[src/hw/rtl/bitset_find_first_next_macros.svh]
// Assertion macros for the bitset find-first/next block.
`ifndef BITSET_FIND_FIRST_NEXT_MACROS_SVH
`define BITSET_FIND_FIRST_NEXT_MACROS_SVH

`ifndef NO_ASSERTIONS

// Checks at every clock edge that the consequent follows from the antecedent in the same cycle.
`define BSFF_ASSERT_IMPLY(label, ante, cons) \
  label: assert property (@(posedge clk) disable iff (!rst_n) (ante) |-> (cons)) \
    else $error("assertion failed");

// Checks that the consequent holds in the cycle after the antecedent.
`define BSFF_ASSERT_NEXT(label, ante, cons) \
  label: assert property (@(posedge clk) disable iff (!rst_n) (ante) |=> (cons)) \
    else $error("assertion failed");

`else

`define BSFF_ASSERT_IMPLY(label, ante, cons)
`define BSFF_ASSERT_NEXT(label, ante, cons)

`endif

`endif

[src/hw/rtl/bsff_pkg.sv]
// Shared operation codes and field widths for the bitset find-first/next block.
package bsff_pkg;

  localparam int OP_W    = 3;
  localparam int IDX_W   = 7;
  localparam int COUNT_W = 8;
  localparam int IN_TDATA_W  = 8;
  localparam int OUT_TDATA_W = 24;

  typedef enum logic [OP_W-1:0] {
    OP_CLEAR_ALL   = 3'd0,
    OP_SET_ALL     = 3'd1,
    OP_SET_BIT     = 3'd2,
    OP_CLEAR_BIT   = 3'd3,
    OP_TEST_BIT    = 3'd4,
    OP_FIND_FIRST  = 3'd5,
    OP_FIND_NEXT   = 3'd6
  } op_t;

endpackage

[src/hw/rtl/bitset_find_first_next.sv]
// Bitmap set with population count, bit operations and priority searches.
//
// The input channel carries one operation per transfer: the opcode in in_tuser and
// the bit index in in_tdata. Each operation produces exactly one result transfer on
// the output channel with the previous bit value, a found flag, the found index and
// the population after the operation.
// The item is captured in an input register; from there the bitmap is read,
// updated and searched by one pass of logic (a lowest-set-bit isolate with a single
// wide add and an OR-tree index encoder) and the result goes to the output register.
// out_tvalid rises when the result is loaded into the output register. One operation
// is accepted every cycle while the output side keeps taking results.
// When the receiver stalls, the result waits in the output register, one more item
// waits in the input register, and in_tready drops until the output is taken.
// Reset clears the bitmap, the population and both valid flags at once.
`include "bitset_find_first_next_macros.svh"

module bitset_find_first_next
  import bsff_pkg::*;
#(
  parameter int SET_WIDTH = 128
) (
  input  logic                   clk,
  input  logic                   rst_n,
  input  logic                   in_tvalid,
  output logic                   in_tready,
  input  logic [IN_TDATA_W-1:0]  in_tdata,   // [6:0] bit_index, [7] zero
  input  logic [OP_W-1:0]        in_tuser,   // [2:0] op
  output logic                   out_tvalid,
  input  logic                   out_tready,
  output logic [OUT_TDATA_W-1:0] out_tdata   // [0] old_bit, [1] found, [8:2] found_index,
                                             // [16:9] set_count, [23:17] zero
);

  localparam int IW = (SET_WIDTH > 1) ? $clog2(SET_WIDTH) : 1;
  localparam int CW = $clog2(SET_WIDTH + 1);
  localparam logic [SET_WIDTH-1:0] ONE = {{(SET_WIDTH-1){1'b0}}, 1'b1};

  logic                   in_valid_r;
  op_t                    op_r;
  logic [IDX_W-1:0]       idx_r;
  logic                   out_valid_r;
  logic [OUT_TDATA_W-1:0] out_data_r;
  logic [SET_WIDTH-1:0]   bits_r;
  logic [SET_WIDTH-1:0]   bits_nxt;
  logic [CW-1:0]          pop_r;
  logic [CW-1:0]          pop_nxt;

  logic                   advance;
  logic                   in_range;
  logic                   next_ok;
  logic [IW-1:0]          bit_sel;
  logic [SET_WIDTH-1:0]   onehot;
  logic [SET_WIDTH-1:0]   mask_above;
  logic                   cur_bit;
  logic                   old_bit;
  logic [SET_WIDTH-1:0]   search;
  logic [SET_WIDTH-1:0]   lowest;
  logic [IW-1:0]          enc;
  logic                   found;
  logic [IDX_W-1:0]       found_index;

  assign advance    = in_valid_r && (!out_valid_r || out_tready);
  assign in_tready  = !in_valid_r || advance;
  assign out_tvalid = out_valid_r;
  assign out_tdata  = out_data_r;

  assign in_range   = 32'(idx_r) < SET_WIDTH;
  assign next_ok    = (32'(idx_r) + 32'd1) < SET_WIDTH;
  assign bit_sel    = IW'(idx_r);
  assign onehot     = ONE << bit_sel;
  assign mask_above = ({SET_WIDTH{1'b1}} << bit_sel) << 1;
  assign cur_bit    = bits_r[bit_sel];

  always_comb begin
    bits_nxt = bits_r;
    pop_nxt  = pop_r;
    old_bit  = 1'b0;
    search   = '0;
    unique case (op_r)
      OP_CLEAR_ALL: begin
        bits_nxt = '0;
        pop_nxt  = '0;
      end
      OP_SET_ALL: begin
        bits_nxt = '1;
        pop_nxt  = CW'(SET_WIDTH);
      end
      OP_SET_BIT: begin
        if (in_range) begin
          old_bit  = cur_bit;
          bits_nxt = bits_r | onehot;
          if (!cur_bit) pop_nxt = pop_r + CW'(1);
        end
      end
      OP_CLEAR_BIT: begin
        if (in_range) begin
          old_bit  = cur_bit;
          bits_nxt = bits_r & ~onehot;
          if (cur_bit) pop_nxt = pop_r - CW'(1);
        end
      end
      OP_TEST_BIT: begin
        if (in_range) old_bit = cur_bit;
      end
      OP_FIND_FIRST: begin
        search = bits_r;
      end
      OP_FIND_NEXT: begin
        if (next_ok) search = bits_r & mask_above;
      end
      default: begin
      end
    endcase
  end

  // Isolate the lowest set bit, then encode its position with an OR per index bit.
  assign lowest = search & (~search + ONE);
  assign found  = |search;

  always_comb begin
    enc = '0;
    for (int i = 0; i < SET_WIDTH; i++) begin
      if (lowest[i]) enc = enc | IW'(i);
    end
  end

  assign found_index = IDX_W'(enc);

  always_ff @(posedge clk) begin
    if (!rst_n) begin
      in_valid_r  <= 1'b0;
      out_valid_r <= 1'b0;
      bits_r      <= '0;
      pop_r       <= '0;
    end else begin
      if (in_tready) begin
        in_valid_r <= in_tvalid;
      end
      if (advance) begin
        out_valid_r <= 1'b1;
        bits_r      <= bits_nxt;
        pop_r       <= pop_nxt;
      end else if (out_tready) begin
        out_valid_r <= 1'b0;
      end
    end
  end

  always_ff @(posedge clk) begin
    if (in_tvalid && in_tready) begin
      op_r  <= op_t'(in_tuser);
      idx_r <= in_tdata[IDX_W-1:0];
    end
    if (advance) begin
      out_data_r <= {{(OUT_TDATA_W - 2 - IDX_W - COUNT_W){1'b0}}, COUNT_W'(pop_nxt),
                     found_index, found, old_bit};
    end
  end

  `BSFF_ASSERT_IMPLY(a_pop_matches_bits, 1'b1, 32'(pop_r) == $countones(bits_r))
  `BSFF_ASSERT_IMPLY(a_pop_bound, 1'b1, 32'(pop_r) <= SET_WIDTH)
  `BSFF_ASSERT_NEXT(a_result_follows, advance, out_valid_r)
  `BSFF_ASSERT_IMPLY(a_not_found_zero_index, out_valid_r && !out_data_r[1],
                     out_data_r[IDX_W+1:2] == '0)
  `BSFF_ASSERT_NEXT(a_set_all_full, advance && op_r == OP_SET_ALL,
                    32'(pop_r) == SET_WIDTH)

endmodule
[config.mk]
export PLATFORM = sky130hd
export DESIGN_NAME = bitset_find_first_next
export DESIGN_NICKNAME = d
export VERILOG_FILES = /design/src/hw/rtl/bsff_pkg.sv /design/src/hw/rtl/bitset_find_first_next.sv
export VERILOG_INCLUDE_DIRS = /design/src /design/src/hw/rtl
export SDC_FILE = /design/constraint.sdc
export NUM_CORES = 1
export LEC_CHECK = 0
export BUFFER_PORTS_ARGS = -buffer_cell sky130_fd_sc_hd__buf_2
export CAP_MARGIN = 30
export CORE_UTILIZATION = 32
export DETAILED_ROUTE_END_ITERATION = 8
export PLACE_DENSITY_LB_ADDON = 0.12
export SYNTH_ARGS = -nofsm -noshare
export SYNTH_HDL_FRONTEND = slang
export SYNTH_SLANG_ARGS = --single-unit
[constraint.sdc]
create_clock -name clk -period 4.45 [get_ports clk]
set_input_delay 0.6675 -clock clk [delete_from_list [all_inputs] [get_ports clk]]
set_output_delay 0.6675 -clock clk [all_outputs]
set_load 0.05 [all_outputs]
==> flow_summary.html <==
<table>
<tr><th>Metric</th><th>Value</th></tr>
<tr><th colspan="2">Run status</th></tr>
<tr><td>Status</td><td>complete, no violations</td></tr>
<tr><th colspan="2">Clock network</th></tr>
<tr><td>Register clock-pin slew on the reported worst setup and hold paths</td><td>80 ps</td></tr>
<tr><td>TritonCTS clock tree</td><td>done</td></tr>
<tr><td># H-tree levels</td><td>4</td></tr>
<tr><td>Clock latency reported for the late side of the worst-skew pair</td><td>approximately 500 ps</td></tr>
<tr><td>Clock net sink count</td><td>165</td></tr>
<tr><td>Maximum number of buffers from clock root to sink</td><td>2</td></tr>
<tr><td>Cell at the root of the clock tree</td><td>clkbuf_16</td></tr>
<tr><td>CTS Buf Count</td><td>17</td></tr>
<tr><td>Number of hold buffers added after cts</td><td>0</td></tr>
<tr><th colspan="2">Worst setup path</th></tr>
<tr><td>Critical path startpoint</td><td>bit_sel[5]</td></tr>
<tr><td>Startpoint class of the critical path</td><td>register</td></tr>
<tr><td>Cell depth of the worst setup path</td><td>15</td></tr>
<tr><td>R2r worst-path depth</td><td>15</td></tr>
<tr><td>Most frequent cell on the critical path</td><td>buf_4</td></tr>
<tr><td>Critical Path End</td><td>out_tdata[7]</td></tr>
<tr><td>Bufs and invs on worst path</td><td>4</td></tr>
<tr><td>Critical path class</td><td>register to register</td></tr>
<tr><td>Cell family with the largest share of critical-path delay</td><td>simple AND/OR/NAND/NOR gates</td></tr>
<tr><td>Delay of the slowest critical-path stage</td><td>600 ps</td></tr>
<tr><td>Data arrival time of the critical path</td><td>4620 ps</td></tr>
<tr><td>Critical path cell sequence</td><td>buf_12, buf_4, and2_1, o21ai_1, buf_4, a32oi_1, o21ai_0, nor3_1, buf_4, and3_1, and4_4, nand2_1, o21ai_0, or4_1, or3_1</td></tr>
<tr><td>Setup slack of the worst register-to-register path</td><td>70 ps</td></tr>
<tr><td>Critical register-to-register path endpoint</td><td>out_tdata[7]</td></tr>
<tr><td>Cell with the biggest individual delay on the critical path</td><td>or4_1</td></tr>
<tr><td>Type of element capturing the critical path</td><td>register</td></tr>
<tr><td>Critical path required time</td><td>~4700 ps</td></tr>
<tr><td>Biggest fanout along the worst timing path</td><td>25</td></tr>
<tr><td>R2R Path Start</td><td>bit_sel[5]</td></tr>
<tr><th colspan="2">Cells and area</th></tr>
<tr><td>Cell area after layout</td><td>18200 µm²</td></tr>
<tr><td>Area added between synthesis and finish</td><td>23.8%</td></tr>
<tr><td>Number of antenna cells inserted</td><td>0</td></tr>
<tr><td>Share of layout cells above drive strength 1</td><td>23.1%</td></tr>
<tr><td>Nets</td><td>2256</td></tr>
<tr><th colspan="2">Logic synthesis</th></tr>
<tr><td>Count of state elements after synthesis</td><td>165</td></tr>
<tr><td>Number of warnings reported in the yosys synthesis log</td><td>0</td></tr>
<tr><td>Most instantiated flip-flop cell in the synthesis netlist</td><td>dfxtp_1</td></tr>
<tr><td>Multiplexer area fraction after synthesis</td><td>5.81%</td></tr>
<tr><td>Main combinational cell family by area after synthesis</td><td>compound AO/OA/AOI/OAI gates</td></tr>
<tr><td>Synthesized area</td><td>14700 µm²</td></tr>
<tr><td>Area fraction in and, or, nand and nor cells after synthesis</td><td>between 20% and 30%</td></tr>
<tr><td>Area fraction in compound gates after synthesis</td><td>37.3%</td></tr>
<tr><td>Number of distinct library cells after synthesis</td><td>106</td></tr>
<tr><td>Sequential element share of the synthesized area</td><td>24.3%</td></tr>
<tr><td>Proportion of synthesized flip-flops having asynchronous set or reset</td><td>0%</td></tr>
<tr><td>Post-synth EDFFs</td><td>27</td></tr>
<tr><td>Post-synthesis share of cell area spent on full adders, half adders and majority gates</td><td>less than 1%</td></tr>
<tr><td>Synthesized-area fraction occupied by xor and xnor cells</td><td>0.0595%</td></tr>
<tr><td>Mean area per synthesized cell</td><td>7.25 µm²</td></tr>
<tr><td>Number of standard cells after synthesis</td><td>2030</td></tr>
<tr><th colspan="2">Global routing</th></tr>
<tr><td>Antenna violations before repair</td><td>2</td></tr>
<tr><td>GRT Total Usage</td><td>37.5%</td></tr>
<tr><td>Number of global-route vias before repair</td><td>16800</td></tr>
<tr><td>Pin count of the biggest net entering global routing</td><td>116</td></tr>
<tr><td>Leftover overflow at the end of global routing</td><td>0</td></tr>
<tr><td>Global-route wire length before repair</td><td>125000 µm</td></tr>
<tr><th colspan="2">STA</th></tr>
<tr><td>Final period demand of the worst path</td><td>roughly 4400 ps</td></tr>
<tr><td>Rel. slew slack</td><td>around a quarter</td></tr>
<tr><td>Final number of max-transition violations</td><td>0</td></tr>
<tr><td>Final Worst Setup Slack</td><td>between 60 and 70 ps</td></tr>
<tr><td>Final cycle utilization of the critical path</td><td>98.5%</td></tr>
<tr><td>Slew @ Worst Pin</td><td>1090 ps</td></tr>
<tr><td>Achievable Freq</td><td>~230 MHz</td></tr>
<tr><td>Total setup violations reported at the end of the flow</td><td>0</td></tr>
<tr><td>Final count of hold timing violations</td><td>0</td></tr>
<tr><td>Total negative slack for setup checks</td><td>0 ps</td></tr>
<tr><td>Setup skew after layout</td><td>23.5 ps</td></tr>
<tr><th colspan="2">Floorplan</th></tr>
<tr><td>Starting utilization of the core area</td><td>32.4%</td></tr>
<tr><td>Die extent in x</td><td>~220 µm</td></tr>
<tr><td>Top-Level Pins</td><td>41</td></tr>
<tr><td>Area inside the core boundary</td><td>45400 µm²</td></tr>
<tr><td>Die ar.</td><td>46900 µm²</td></tr>
<tr><td>Standard-cell row count</td><td>78</td></tr>
<tr><td>Die extent in y</td><td>between 200 and 250 µm</td></tr>
<tr><th colspan="2">Route</th></tr>
<tr><td>Remaining antenna violation count after routing</td><td>0</td></tr>
<tr><td>Iteration count of the initial detailed-routing pass</td><td>6</td></tr>
<tr><td>Post-route DRC</td><td>0</td></tr>
<tr><td>Detail-routed net length per standard cell</td><td>31.3 µm</td></tr>
<tr><td>Total number of vias</td><td>about 18000</td></tr>
<tr><td>DR iter-0 viols</td><td>about 2500</td></tr>
<tr><td>Total wire length</td><td>between 80000 and 90000 µm</td></tr>
<tr><td>Per-cell via count in the routed design</td><td>6.48</td></tr>
<tr><th colspan="2">Power</th></tr>
<tr><td>Worst voltage drop across the vdd grid</td><td>367 µV</td></tr>
<tr><td>Power per unit of standard cell area</td><td>239 nW/µm²</td></tr>
<tr><td>Static power due to leakage</td><td>roughly 7 nW</td></tr>
<tr><th colspan="2">Placed design</th></tr>
<tr><td>I/O Buffers</td><td>32</td></tr>
<tr><td>Worst slack at placement</td><td>-17.4 ps</td></tr>
<tr><td>Instance area after placement</td><td>17500 µm²</td></tr>
<tr><td>Gpl congestion</td><td>1.01</td></tr>
<tr><td>Placed wire-length estimate</td><td>71200 µm</td></tr>
<tr><th colspan="2">Hold path</th></tr>
<tr><td>Tightest Hold Check Type</td><td>input port to register</td></tr>
<tr><td>Number of instances on the worst hold path</td><td>1</td></tr>
<tr><th colspan="2">Job</th></tr>
<tr><td>Max-cap violations</td><td>0</td></tr>
</table>
## metal layers
layer  vias up  global-route usage (%)  part of all wire (%)
met5         -                       0                     0
met4         0                    18.8                   5.4
met3       177                    6.81                   8.1
met2       979                    54.7                    42
met1      9114                    52.6                    44
li1       8217                       -                     -
## layout by cell type, fill, tap and decap left out, types with 8 or more instances in the layout
cell type  count
o21ai_0      319
buf_4        318
a21oi_1      290
nand2_1      148
nor2_1       143
dfxtp_1      138
nor3_1        71
nand3_1       68
nand4_1       40
mux4_2        37
a31oi_1       36
buf_2         33
inv_1         30
o211ai_1      29
or3_1         28
edfxtp_1      27
and3_1        26
o31ai_1       20
buf_12        19
nor4_1        18
clkbuf_16     18
nand2b_1      16
and2_1        16
o21a_1        14
a211oi_1      14
a21boi_0      14
nor2b_1       12
or2_2         12
or4_1         12
o31a_1        11
a22oi_1       10
o221a_2       10
o22ai_1        9
nand3b_1       9
o21ai_1        9
o221ai_1       8
nor3b_1        8
o211a_1        8
## worst min path at each step
stage                           start  slack, ps     endpoint
after floorplan           bits_r[119]        450  bits_r[119]
after global placement    bits_r[106]        490  bits_r[106]
after detailed placement   bits_r[22]        510   bits_r[22]
after CTS                 in_tdata[1]        320   bit_sel[1]
after global routing      in_tdata[3]        340   bit_sel[3]
final                     in_tdata[1]        340   bit_sel[1]
## Yosys cell counts, drive strengths merged, types with 7 or more instances
master,count,area share (%)
and4,7,0.45
or4,12,0.61
or3,28,1.2
o311ai,10,0.65
a31oi,37,1.6
nand2,150,3.8
a21boi,14,0.71
and2,19,0.81
nor4b,7,0.56
nand3,72,2.6
nor2b,13,0.55
mux4,37,5.7
buf,79,3.6
nor3,76,2.7
a21oi,294,10
o211a,8,0.54
nor3b,8,0.41
dfxtp,138,19
nor4,25,1.5
o31a,11,0.65
clkbuf,110,2.8
and3,27,1.2
o221a,11,0.84
o31ai,25,1.5
o211ai,29,1.5
or2,14,0.60
o21a,14,0.71
nor2,146,3.7
a211oi,15,0.77
inv,30,0.77
o21ai,329,11
a21o,7,0.36
nand2b,16,0.68
a22oi,10,0.51
edfxtp,27,5.5
o221ai,8,0.48
nand4,41,1.8
nand3b,9,0.46
o22ai,9,0.38
## registers in the layout (all words and copies together), names as in the netlist
register and flops:
op_r 3, in_valid_r 1, out_tvalid 1, out_tdata 17
pop_r 8, bits_r 128, bit_sel 7
## cell type report
cell class	count	area [µm²]
Timing Repair Buffer	373	2970
Sequential cell	165	3570
Clock inverter	13	108
Tap cell	600	751
Multi-Input combinational cell	1649	10200
Fill cell	4796	27200
Inverter	33	128
Clock buffer	19	464
## where the power goes
group	switching (mW)	internal (mW)	total (mW)	leakage, nW
clock network	0.744	0.778	1.52	0.287
registers	0.0596	1.57	1.63	1.37
logic	0.789	0.419	1.21	5.36
## stage by stage
step / hold WS, ps / utilization, % / total power, mW / instances
after floorplan: 453 / - / 2.27 / 2036
after global placement: 494 / 38.6 / 2.82 / 2814
after detailed placement: 506 / 38.7 / 2.82 / 2817
after CTS: 318 / 39.9 / 4.35 / 2849
after global routing: 342 / 40.2 / 4.49 / 2852
final: 344 / 40.2 / 4.35 / 2852
## cells by family after synthesis
| group | count (synthesis) |
|---|---|
| buffers and inverters | 222 |
| adders and majority gates | 2 |
| DFF | 165 |
| other | 1 |
| AOI/OAI and AO/OA | 906 |
| and+or+nand+nor | 694 |
| muxes | 39 |
| xor gates and xnor gates | 1 |
## what timing repair did
item                                    CTS  global route
buffers inserted                          0             3
resized for setup                         2            19
endpoints found under the setup margin    1             7
pin swaps                                 0             2
(Power assumes the default switching activity.)
